--- config.mk ---
export PLATFORM = sky130hd
export DESIGN_NAME = temp_code_convert_degree_tracker_unit
export DESIGN_NICKNAME = d
export VERILOG_FILES = /design/src/tcdt_pkg.sv /design/src/tcdt_conv.sv /design/src/tcdt_scale.sv /design/src/tcdt_track.sv /design/src/temp_code_convert_degree_tracker_unit.sv
export SDC_FILE = /design/constraint.sdc
export NUM_CORES = 1
export LEC_CHECK = 0
export BUFFER_PORTS_ARGS = -buffer_cell sky130_fd_sc_hd__buf_2
export CAP_MARGIN = 20
export CELL_PAD_IN_SITES_DETAIL_PLACEMENT = 0
export CELL_PAD_IN_SITES_GLOBAL_PLACEMENT = 1
export CORE_ASPECT_RATIO = 1.75
export CORE_UTILIZATION = 54
export DETAILED_ROUTE_END_ITERATION = 12
export PLACE_DENSITY = 0.87
export SLEW_MARGIN = 20
export SYNTH_ARGS = -nofsm -noshare
export SYNTH_HDL_FRONTEND = slang
export SYNTH_SLANG_ARGS = --single-unit
--- constraint.sdc ---
create_clock -name clk -period 14.7 [get_ports clk]
set_input_delay 2.205 -clock clk [delete_from_list [all_inputs] [get_ports clk]]
set_output_delay 2.205 -clock clk [all_outputs]
set_load 0.01 [all_outputs]
--- src/tcdt_pkg.sv ---
package tcdt_pkg;

	localparam logic [7:0]         CRC_POLY     = 8'h31;
	localparam logic [14:0]        SCALE_NUM    = 15'd17572;
	localparam logic signed [15:0] OFFSET_CENTI = 16'sd4685;
	// floor(x / 100) == (x * 5243) >> 19 for x below 43690
	localparam logic [12:0]        RECIP_100    = 13'd5243;
	localparam int                 RECIP_SHIFT  = 19;
	localparam logic signed [14:0] TEMP_MIN     = -15'sd4685;
	localparam logic signed [14:0] TEMP_MAX     = 15'sd12886;
	localparam logic signed [14:0] REF_RESET    = 15'sd0;
	localparam logic signed [8:0]  STEP_MIN     = -9'sd256;
	localparam logic signed [8:0]  STEP_MAX     = 9'sd255;

	typedef struct packed {
		logic [15:0] raw_code;
		logic [7:0]  received_crc;
		logic        check_enable;
	} sample_t;

	typedef struct packed {
		logic signed [14:0] temperature;
		logic               crc_error;
	} conv_t;

	typedef struct packed {
		logic signed [14:0] temperature;
		logic               crc_error;
		logic [8:0]         whole_mag;
		logic               whole_neg;
	} scaled_t;

	// CRC-8, MSB first, zero init, high byte of the code first
	function automatic logic [7:0] crc8(input logic [15:0] code);
		logic [7:0] crc;
		logic       fb;
		crc = '0;
		for (int i = 15; i >= 0; i--) begin
			fb  = crc[7] ^ code[i];
			crc = {crc[6:0], 1'b0} ^ (fb ? CRC_POLY : 8'h00);
		end
		return crc;
	endfunction

	function automatic logic signed [8:0] sat9(input logic signed [9:0] v);
		logic signed [8:0] r;
		if (v < 10'sd0 - 10'sd256) begin
			r = STEP_MIN;
		end else if (v > 10'sd255) begin
			r = STEP_MAX;
		end else begin
			r = v[8:0];
		end
		return r;
	endfunction

endpackage

--- src/tcdt_conv.sv ---
module tcdt_conv (
	input  logic              clk,
	input  logic              arst_n,
	input  logic              in_valid,
	output logic              in_ready,
	input  tcdt_pkg::sample_t in_data,
	output logic              out_valid,
	input  logic              out_ready,
	output tcdt_pkg::conv_t   out_data
);

	logic [30:0]        prod;
	logic signed [15:0] temp_w;
	logic               mismatch;
	logic               valid_q;
	tcdt_pkg::conv_t    data_s2;

	assign prod     = 31'(in_data.raw_code) * 31'(tcdt_pkg::SCALE_NUM);
	assign temp_w   = $signed({1'b0, prod[30:16]}) - tcdt_pkg::OFFSET_CENTI;
	assign mismatch = tcdt_pkg::crc8(in_data.raw_code) != in_data.received_crc;

	assign in_ready  = !valid_q || out_ready;
	assign out_valid = valid_q;
	assign out_data  = data_s2;

	always_ff @(posedge clk or negedge arst_n) begin
		if (!arst_n) begin
			valid_q <= 1'b0;
		end else if (in_ready) begin
			valid_q <= in_valid;
		end
	end

	always_ff @(posedge clk) begin
		if (in_ready && in_valid) begin
			data_s2.temperature <= temp_w[14:0];
			data_s2.crc_error   <= in_data.check_enable && mismatch;
		end
	end

	a_temp_range: assert property (@(posedge clk) disable iff (!arst_n)
		valid_q |-> (data_s2.temperature >= tcdt_pkg::TEMP_MIN &&
			data_s2.temperature <= tcdt_pkg::TEMP_MAX))
		else $error("converted temperature out of range");

endmodule

--- src/tcdt_scale.sv ---
module tcdt_scale (
	input  logic               clk,
	input  logic               arst_n,
	input  logic signed [14:0] ref_level,
	input  logic               in_valid,
	output logic               in_ready,
	input  tcdt_pkg::conv_t    in_data,
	output logic               out_valid,
	input  logic               out_ready,
	output tcdt_pkg::scaled_t  out_data
);

	logic signed [15:0] diff;
	logic [15:0]        mag;
	logic [27:0]        prod;
	logic               valid_q;
	tcdt_pkg::scaled_t  data_s3;

	assign diff = $signed({in_data.temperature[14], in_data.temperature})
		- $signed({ref_level[14], ref_level});
	assign mag  = diff[15] ? 16'(-diff) : 16'(diff);
	assign prod = 28'(mag[14:0]) * 28'(tcdt_pkg::RECIP_100);

	assign in_ready  = !valid_q || out_ready;
	assign out_valid = valid_q;
	assign out_data  = data_s3;

	always_ff @(posedge clk or negedge arst_n) begin
		if (!arst_n) begin
			valid_q <= 1'b0;
		end else if (in_ready) begin
			valid_q <= in_valid;
		end
	end

	always_ff @(posedge clk) begin
		if (in_ready && in_valid) begin
			data_s3.temperature <= in_data.temperature;
			data_s3.crc_error   <= in_data.crc_error;
			data_s3.whole_mag   <= prod[tcdt_pkg::RECIP_SHIFT +: 9];
			data_s3.whole_neg   <= diff[15];
		end
	end

	a_hold_stalled: assert property (@(posedge clk) disable iff (!arst_n)
		valid_q && !out_ready |=> valid_q && $stable(data_s3))
		else $error("scaled item changed while stalled");

endmodule

--- src/tcdt_track.sv ---
module tcdt_track (
	input  logic               clk,
	input  logic               arst_n,
	input  logic               in_valid,
	output logic               in_ready,
	input  tcdt_pkg::scaled_t  in_data,
	output logic               out_valid,
	input  logic               out_ready,
	output logic signed [14:0] temperature,
	output logic               crc_error,
	output logic signed [8:0]  degree_steps
);

	logic signed [9:0] whole_w;
	logic signed [8:0] whole9;
	logic signed [9:0] steps_w;
	logic              valid_q;
	logic signed [8:0] last_q;
	logic signed [14:0] temperature_q;
	logic              crc_error_q;
	logic signed [8:0] degree_steps_q;
	logic              fire;

	assign whole_w = in_data.whole_neg ? -$signed({1'b0, in_data.whole_mag})
		: $signed({1'b0, in_data.whole_mag});
	assign whole9  = tcdt_pkg::sat9(whole_w);
	assign steps_w = $signed({whole9[8], whole9}) - $signed({last_q[8], last_q});

	assign in_ready     = !valid_q || out_ready;
	assign fire         = in_ready && in_valid;
	assign out_valid    = valid_q;
	assign temperature  = temperature_q;
	assign crc_error    = crc_error_q;
	assign degree_steps = degree_steps_q;

	always_ff @(posedge clk or negedge arst_n) begin
		if (!arst_n) begin
			valid_q <= 1'b0;
			last_q  <= '0;
		end else begin
			if (in_ready) begin
				valid_q <= in_valid;
			end
			if (fire) begin
				last_q <= whole9;
			end
		end
	end

	always_ff @(posedge clk) begin
		if (fire) begin
			temperature_q  <= in_data.temperature;
			crc_error_q    <= in_data.crc_error;
			degree_steps_q <= tcdt_pkg::sat9(steps_w);
		end
	end

	a_steps_track: assert property (@(posedge clk) disable iff (!arst_n)
		fire |=> (9'(degree_steps_q + $past(last_q)) == last_q ||
			degree_steps_q == tcdt_pkg::STEP_MIN || degree_steps_q == tcdt_pkg::STEP_MAX))
		else $error("degree steps disagree with stored difference");

endmodule

--- src/temp_code_convert_degree_tracker_unit.sv ---
// channel   dir  handshake            payload
// s_        in   s_tvalid/s_tready    tdata: raw_code, received_crc; tuser: check_enable
// m_        out  m_tvalid/m_tready    tdata: temperature, degree_steps; tuser: crc_error
// cfg_      in   cfg_valid/cfg_ready  cfg_data: reference_temperature
//
// One item per cycle sustained while m_tready is high. Four registers in order: input reg,
// CRC/scale multiply, divide-by-100 multiply, tracker (the output register).
// arst_n clears stage valids, the stored whole-degree difference and the reference.
// Each stage holds while the next is full and stalled; bubbles still fill,
// so s_tready drops only when all stages hold items and m_tready is low.
module temp_code_convert_degree_tracker_unit (
	input  logic        clk,
	input  logic        arst_n,
	input  logic        s_tvalid,
	output logic        s_tready,
	input  logic [23:0] s_tdata,  // [15:0] raw_code, [23:16] received_crc
	input  logic        s_tuser,  // [0] check_enable
	output logic        m_tvalid,
	input  logic        m_tready,
	output logic [23:0] m_tdata,  // [14:0] temperature, [23:15] degree_steps
	output logic        m_tuser,  // [0] crc_error
	input  logic        cfg_valid,
	output logic        cfg_ready,
	input  logic [14:0] cfg_data
);

	logic signed [14:0] ref_q;
	logic               valid_s1;
	tcdt_pkg::sample_t  sample_s1;
	logic               conv_in_ready;
	logic               conv_valid;
	tcdt_pkg::conv_t    conv_data;
	logic               scale_in_ready;
	logic               scale_valid;
	tcdt_pkg::scaled_t  scale_data;
	logic               track_in_ready;
	logic signed [14:0] temperature;
	logic               crc_error;
	logic signed [8:0]  degree_steps;

	assign cfg_ready = 1'b1;
	assign s_tready  = !valid_s1 || conv_in_ready;

	always_ff @(posedge clk or negedge arst_n) begin
		if (!arst_n) begin
			ref_q    <= tcdt_pkg::REF_RESET;
			valid_s1 <= 1'b0;
		end else begin
			if (cfg_valid && cfg_ready) begin
				ref_q <= $signed(cfg_data);
			end
			if (s_tready) begin
				valid_s1 <= s_tvalid;
			end
		end
	end

	always_ff @(posedge clk) begin
		if (s_tready && s_tvalid) begin
			sample_s1.raw_code     <= s_tdata[15:0];
			sample_s1.received_crc <= s_tdata[23:16];
			sample_s1.check_enable <= s_tuser;
		end
	end

	tcdt_conv u_conv (
		.clk       (clk),
		.arst_n    (arst_n),
		.in_valid  (valid_s1),
		.in_ready  (conv_in_ready),
		.in_data   (sample_s1),
		.out_valid (conv_valid),
		.out_ready (scale_in_ready),
		.out_data  (conv_data)
	);

	tcdt_scale u_scale (
		.clk       (clk),
		.arst_n    (arst_n),
		.ref_level (ref_q),
		.in_valid  (conv_valid),
		.in_ready  (scale_in_ready),
		.in_data   (conv_data),
		.out_valid (scale_valid),
		.out_ready (track_in_ready),
		.out_data  (scale_data)
	);

	tcdt_track u_track (
		.clk          (clk),
		.arst_n       (arst_n),
		.in_valid     (scale_valid),
		.in_ready     (track_in_ready),
		.in_data      (scale_data),
		.out_valid    (m_tvalid),
		.out_ready    (m_tready),
		.temperature  (temperature),
		.crc_error    (crc_error),
		.degree_steps (degree_steps)
	);

	assign m_tdata = {degree_steps, temperature};
	assign m_tuser = crc_error;

	a_full_stall: assert property (@(posedge clk) disable iff (!arst_n)
		!s_tready |-> m_tvalid && !m_tready)
		else $error("input stalled without output backpressure");

endmodule

==> results of run 1 <==
==> path summary, 6_finish.rpt <==
check	start	to	depth (start not counted)
max	u_conv.out_data[5]$_DFFE_PP_	u_scale.out_data[9]$_DFFE_PP_	29
min	u_conv.out_data[0]$_DFFE_PP_	u_scale.out_data[10]$_DFFE_PP_	0
max reg2reg	u_conv.out_data[5]$_DFFE_PP_	u_scale.out_data[9]$_DFFE_PP_	29
min reg2reg	u_conv.out_data[0]$_DFFE_PP_	u_scale.out_data[10]$_DFFE_PP_	0
max in group asynchronous	arst_n	u_conv.out_valid$_DFFE_PN0P_	1
min in group asynchronous	arst_n	ref_q[14]$_DFFE_PN0P_	1
==> per-stage QoR <==
step | area [sq um] | cells | util | setup WS (ns)
2_1_floorplan | 12500 | 1216 | - | 7.15
3_3_place_gp | 13200 | 1576 | 0.580 | 6.32
3_5_place_dp | 13200 | 1577 | 0.581 | 6.17
4_1_cts | 13800 | 1609 | 0.608 | 6.14
5_1_grt | 13800 | 1609 | 0.608 | 5.58
6_report | 13800 | 1609 | 0.608 | 6.18
==> synthesized netlist by cell type, drive strengths merged, types with 4 or more instances <==
master	count	area (sq um)
inv	254	953
ha	210	2630
fa	98	1960
edfxtp	92	2760
xnor2	61	594
nand2	57	214
a21oi	53	265
nor2	50	188
o21ai	50	254
xor2	43	384
dfrtp	28	701
a21o	15	113
and2	13	83.8
nand2b	12	75.1
nor2b	12	75.1
nor3	12	60.1
nand3	10	50.1
nand4	10	62.6
and3	8	50.1
a21boi	7	52.6
a31oi	7	43.8
buf	7	36.3
nor4	7	50.1
o211ai	7	57.6
o31ai	7	66.3
or2	7	43.8
clkbuf	6	22.5
mux2i	5	50.1
a221o	4	40.0
a311oi	4	35.0
o21a	4	30.0
or3	4	25.0
==> cells by family (layout without fill, tap and decap cells) <==
| group | count (synthesis) | in the layout | share of synthesized area |
|---|---|---|---|
| buffers and inverters | 267 | 360 | 0.0809 |
| AO/OA/AOI/OAI | 193 | 193 | 0.102 |
| other | 1 | 1 | 0.000300 |
| XOR/XNOR | 105 | 105 | 0.0800 |
| multiplexers | 8 | 8 | 0.00670 |
| adder cells (fa/ha/maj) | 308 | 308 | 0.367 |
| AND/OR/NAND/NOR | 214 | 214 | 0.0866 |
| flip-flops | 120 | 120 | 0.277 |
==> layout by cell type (no fill, tap or decap), types with 15 or more instances in the layout <==
cell type / count
inv_1: 248
nor2_1: 50
buf_2: 71
clkbuf_16: 17
a21oi_1: 53
xnor2_1: 56
ha_1: 210
fa_1: 98
dfrtp_1: 28
nand2_1: 57
o21ai_0: 43
a21o_1: 15
edfxtp_1: 92
xor2_1: 42
==> routing by layer <==
metal / vias to the layer above / track usage / share of wire
met5: - / 0 / 0
met4: 0 / 0.137 / 0.047
met3: 73 / 0.0363 / 0.027
met2: 175 / 0.491 / 0.59
met1: 4270 / 0.227 / 0.34
li1: 4250 / - / -
==> registers in the layout (all words and copies together) (netlist names) <==
name                  flops
ref_q                    15
sample_s1                25
u_conv.out_data          16
u_conv.out_valid          1
u_scale.out_data         26
u_scale.out_valid         1
u_track.crc_error         1
u_track.degree_steps      9
u_track.last_q            9
u_track.out_valid         1
u_track.temperature      15
valid_s1                  1
==> layout make-up <==
| type | instances | share of cell area |
|---|---|---|
| Clock buffer | 21 | 0.0333 |
| Clock inverter | 11 | 0.0108 |
| Inverter | 254 | 0.0689 |
| Multi-Input combinational cell | 829 | 0.581 |
| Sequential cell | 120 | 0.250 |
| Tap cell | 300 | 0.0271 |
| Timing Repair Buffer | 74 | 0.0288 |
==> worst max-delay path, delay by kind of cell, from the launching register on <==
kind / cells / cell delay, ns
XOR/XNOR: 2 / 0.70
buffers and inverters: 5 / 0.41
AO/OA/AOI/OAI: 13 / 3.58
AND/OR/NAND/NOR: 2 / 0.32
flip-flops: 1 / 0.38
adder cells (fa/ha/maj): 7 / 2.90
==> metrics.md, run 1 <==
| Metric | Value |
|---|---|
| NumNets Final | 1649 |
| Cell variety after synth | 80 |
| Largest stage delay on the critical path | 0.83 ns |
| Critical-path maximum fanout | 12 |
| FILL cells | 1920 |
| Yosys reg bits | 120 |
| Global-route wire length before repair | 43.6 mm |
| Number of pins with negative max-slew slack in the final report | 0 |
| Run status | finished clean |
| Maxcap violations | 0 |
| Vias in the first global route | 9232 |
| Routability congestion estimate from global placement | 0.903 |
| Slowest library cell on the worst path | a31oi_1 |
| Detailed Place HPWL | 22.9 mm |
| Cell occurring most often along the worst timing path | fa_1 |
| Post-CTS setup buffer count | 0 |
| Die boundary height | 203 um |
| Fraction of layout instances using a drive strength above 1 | 0.103 |
| Post-synthesis sequential area ratio | 0.277 |
| Worst Max-Slew Pin Slew | 1.02 ns |
| Crit path launch type | flop |
| Crit Path Class | reg -> reg |
| Die area | 23800 sq um |
| Synthesized area divided by synthesized cell count | 10.3 sq um |
| Detail-routed net length per standard cell | 16.9 um |
| Number of I/O port buffers | 71 |
| Post-layout minimum cycle time | 8.52 ns |
| Maximum number of pins on one net before global-route repair | 30 |
| Worst path arrival time | 8.70 ns |
| Worst slew margin relative to its limit | 0.314 |
| Initial DRC count | 288 |
| Prevailing post-synth register cell | edfxtp_1 |
| Worst clock skew | 0.00899 ns |
| Length of the first detailed-routing pass in iterations | 4 |
| Number of cells produced by synthesis | 1216 |
| Number of endpoints with negative hold slack in the final report | 0 |
| Average vias per placed instance | 5.45 |
| CTS Buf Count | 17 |
| Multi-input combinational cell area | 8030 sq um |
| Overall fraction of global-route tracks in use | 0.246 |
| Final-layout worst hold slack | 0.418 ns |
| Effective utilization at floorplan | 0.550 |
| Count of final setup violators | 0 |
| Setup crit end kind | flop |
| Synthesized cell area | 12500 sq um |
| Seq. cell area | 3460 sq um |
| Drt drc | 0 |
| Maximum frequency from static timing analysis | 117 MHz |
| Total number of yosys warnings | 0 |
| Count of flip-flops with a built-in enable after synthesis | 92 |
| Worst min-delay path class | reg -> reg |
| Initial antenna violation count | 1 |
| CTS resizes | 0 |
| FF-to-FF setup slack | 6.18 ns |
| Placement Rows | 73 |
| TritonCTS clock tree | yes |
| Antenna Diode Count | 0 |
| CTS Sinks | 120 |
| Number of buffers on the longest clock path | 2 |
| Root buf cell | clkbuf_16 |
| Global route total overflow | 0 |
| Required time of the worst setup path | 14.88 ns |
| Clock transition at the register clock pins on the worst setup and hold paths after CTS | 0.06 ns |
| Clock latency on the worst-skew pair | 0.43 ns |
| Async S/R FF share, synth | 0.233 |
| Post-route ant nets | 0 |
| Width of the die | 117 um |
| CTS H-Tree Depth | 4 |
| Post-Route Setup TNS | 0 ns |
| Syn nets | 1569 |
| Final cycle utilization of the critical path | 0.579 |
| I/O pin cnt | 73 |
| Hold buffer count at cts | 0 |
| Via total after detailed routing | 8768 |
| Unrepaired setup endpoints after global routing | no |
| Final wirelength | 27.2 mm |
| Area of the placeable core | 22700 sq um |
| Area growth from synthesis to layout | 10.6% |
Power of run 1 is left out: the tool's default activity adds up to more than one toggle a clock period on the data nets, which glitch-free logic cannot reach.
==> run 2, diff against run 1 <==
- CORE_UTILIZATION: 54 -> 45
- PLACE_DENSITY: 0.87 -> 0.77
- clock period: 14.7 -> 7.7 ns (I/O delays scaled with it)
==> run 2 against run 1 <==
Against the previous run:
- largest cell class unchanged
- register-to-register slack worse by 6.0 ns
- maximum frequency rose by 13%
- final area is 7.3% higher
- flip-flop and latch count did not move
- count of clock-buffer cells in the layout decreased by 3
- via count grew 1.0%
- sequential share of layout area fell by 1.7 points
- worst setup slack worse by 6.0 ns
==> metrics.md, run 2 (same netlist as run 1, synthesis figures left out) <==
| Metric | Value |
|---|---|
| Clock transition at the register clock pins on the worst setup and hold paths after CTS | 0.07 ns (about the same) |
| Largest stage delay on the critical path | 0.55 ns (-0.28 ns) |
| TritonCTS clock tree | yes |
| Global-route wire length before repair | 44.3 mm (+1.6%) |
| Overall fraction of global-route tracks in use | 0.204 (-0.0422) |
| Width of the die | 128 um (+9.4%) |
| Length of the first detailed-routing pass in iterations | 4 (unchanged) |
| Effective utilization at floorplan | 0.458 (-0.0922) |
| Cell occurring most often along the worst timing path | fa_1 |
| Number of buffers on the longest clock path | 2 (unchanged) |
| Maximum number of pins on one net before global-route repair | 30 (unchanged) |
| Post-route ant nets | 0 (unchanged) |
| Average vias per placed instance | 5.09 (-6.6%) |
| CTS Buf Count | 17 (unchanged) |
| Unrepaired setup endpoints after global routing | yes |
| Drt drc | 0 (unchanged) |
| Placement Rows | 80 (+9.6%) |
| Area growth from synthesis to layout | 18.7% |
| Reg-to-Reg End | u_scale.out_data[9]$_DFFE_PP_ |
| Crit path launch type | flop |
| CTS H-Tree Depth | 4 (unchanged) |
| Global route total overflow | 0 (unchanged) |
| Slowest library cell on the worst path | or4_4 |
| Maximum frequency from static timing analysis | 133 MHz (+13%) |
| Final wirelength | 27.7 mm (+1.9%) |
| Commonest cells after routing, fill and taps aside | 238 x inv_1, 192 x ha_1, 95 x fa_1, 92 x edfxtp_1, 71 x buf_2 |
| FF-to-FF setup slack | 0.17 ns (-6.01 ns) |
| Clock latency on the worst-skew pair | 0.44 ns (about the same) |
| Detail-routed net length per standard cell | 15.9 um (-5.8%) |
| FILL cells | 2438 (+27%) |
| Fraction of layout instances using a drive strength above 1 | 0.194 (+0.0907) |
| Number of pins with negative max-slew slack in the final report | 0 (unchanged) |
| Required time of the worst setup path | 7.90 ns (-6.98 ns) |
| Run status | finished clean |
| Die area | 28500 sq um (+20%) |
| Worst slew margin relative to its limit | 0.295 (-0.0187) |
| Post-layout instance area | 14800 sq um (+7.3%) |
| Worst path arrival time | 7.72 ns (-0.98 ns) |
| Initial DRC count | 237 (-18%) |
| Root buf cell | clkbuf_16 |
| Die boundary height | 223 um (+9.4%) |
| Capturing element of the worst setup path | u_scale.out_data[9]$_DFFE_PP_ |
| Multi-input combinational cell area | 8490 sq um (+5.7%) |
| NumNets Final | 1712 (+3.8%) |
| Register-to-Register Path Depth | 30 (+3.4%) |
| Worst clock skew | 0.0161 ns (+0.00709 ns) |
| Routability congestion estimate from global placement | 0.924 (+2.3%) |
| Setup crit end kind | flop |
| Maxcap violations | 0 (unchanged) |
| Area of the placeable core | 27300 sq um (+20%) |
| Most common cell after layout, fill and taps aside | inv_1 |
| Antenna Diode Count | 0 (unchanged) |
| Flip-flop count of the largest register after layout | 26 (unchanged) |
| Post-layout minimum cycle time | 7.53 ns (-0.991 ns) |
| Initial antenna violation count | 1 (unchanged) |
| Seq. cell area | 3460 sq um (unchanged) |
| Critical-path maximum fanout | 4 (-8) |
| Critical path launch point | u_conv.out_data[1]$_DFFE_PP_ |
| Final cycle utilization of the critical path | 0.978 (+0.398) |
| Detailed Place HPWL | 23.2 mm (+1.3%) |
| Source of the worst register-to-register timing path | u_conv.out_data[1]$_DFFE_PP_ |
| Post-Place Cell Area | 13600 sq um (+2.9%) |
| Number of endpoints with negative hold slack in the final report | 0 (unchanged) |
| Via total after detailed routing | 8860 (+1.0%) |
| CTS Sinks | 120 (unchanged) |
| Worst min-delay path class | reg -> reg |
| Worst Max-Slew Pin Slew | 1.06 ns (+0.0329 ns) |
| Crit Path Class | reg -> reg |
| Number of I/O port buffers | 71 (unchanged) |
| I/O pin cnt | 73 (unchanged) |
| Vias in the first global route | 9309 (+0.83%) |
| Count of final setup violators | 0 (unchanged) |
## run 2: cell count changes in the layout (fill, tap and decap cells not counted), moves of 5 or more
cell     previous run  this run
xor2_2              1         6
ha_1              210       192
a21oi_1            53        46
xnor2_1            56        50
ha_4                0        15
buf_4               2        57
xnor2_2             3         9
xor2_1             42        36
inv_2               6        15
inv_1             248       238
a21oi_2             0         7
buf_6               0         7
inv_6               0         5
## run 2: metal layers
| metal | track usage | part of all wire | up-vias |
|---|---|---|---|
| met1 | 0.195 | 0.34 | 4284 |
| met2 | 0.416 | 0.60 | 131 |
| met4 | 0.0934 | 0.041 | 2 |
| met3 | 0.0262 | 0.019 | 64 |
| met5 | 0 | 0.00036 | - |
| li1 | - | - | 4379 |
## run 2: final cells by class
class                           count  area share
Multi-Input combinational cell    829       0.572
Clock inverter                     14     0.00877
Timing Repair Buffer              137      0.0608
Tap cell                          369      0.0311
Clock buffer                       18      0.0296
Sequential cell                   120       0.233
Inverter                          254      0.0644
## run 2: critical path, delay by kind of cell, from the launching register on
kind	cells	cell delay (ns)
adders and majority gates	7	2.64
AOI/OAI and AO/OA	10	2.04
xor gates and xnor gates	3	0.46
buffers and inverters	7	0.59
DFF	1	0.39
and+or+nand+nor	3	1.18
## run 2: per-stage QoR
step | instances | setup slack [ns] | setup TNS (ns) | utilization | hold slack [ns]
detailed placement | 1687 | -0.192 | -0.472 | 0.498 | 0.405
finish | 1741 | 0.172 | 0 | 0.543 | 0.417
floorplan | 1216 | 0.147 | 0 | - | 0.400
global placement | 1687 | -0.0713 | -0.0939 | 0.498 | 0.402
CTS | 1721 | 0.0216 | 0 | 0.521 | 0.418
global route | 1741 | -0.116 | -0.171 | 0.543 | 0.431
## run 2: worst min path at each step
stage / endpoint / cells past startpoint / slack [ns] / start
after floorplan: u_scale.out_data[10]$_DFFE_PP_ / 0 / 0.40 / u_conv.out_data[0]$_DFFE_PP_
after global placement: u_scale.out_data[10]$_DFFE_PP_ / 0 / 0.40 / u_conv.out_data[0]$_DFFE_PP_
after detailed placement: u_track.temperature[0]$_DFFE_PP_ / 0 / 0.40 / u_scale.out_data[11]$_DFFE_PP_
after CTS: u_track.temperature[0]$_DFFE_PP_ / 0 / 0.42 / u_scale.out_data[11]$_DFFE_PP_
after global routing: u_track.temperature[0]$_DFFE_PP_ / 0 / 0.43 / u_scale.out_data[11]$_DFFE_PP_
final: u_track.temperature[11]$_DFFE_PP_ / 0 / 0.42 / u_scale.out_data[22]$_DFFE_PP_
## run 2: timing repair
item	CTS	global route
buffers inserted	2	20
hold buffers	0	0
endpoints found under the setup margin	5	7
gates resized for setup	5	81
pin swaps	3	65
Power of run 2 is left out for the same reason.
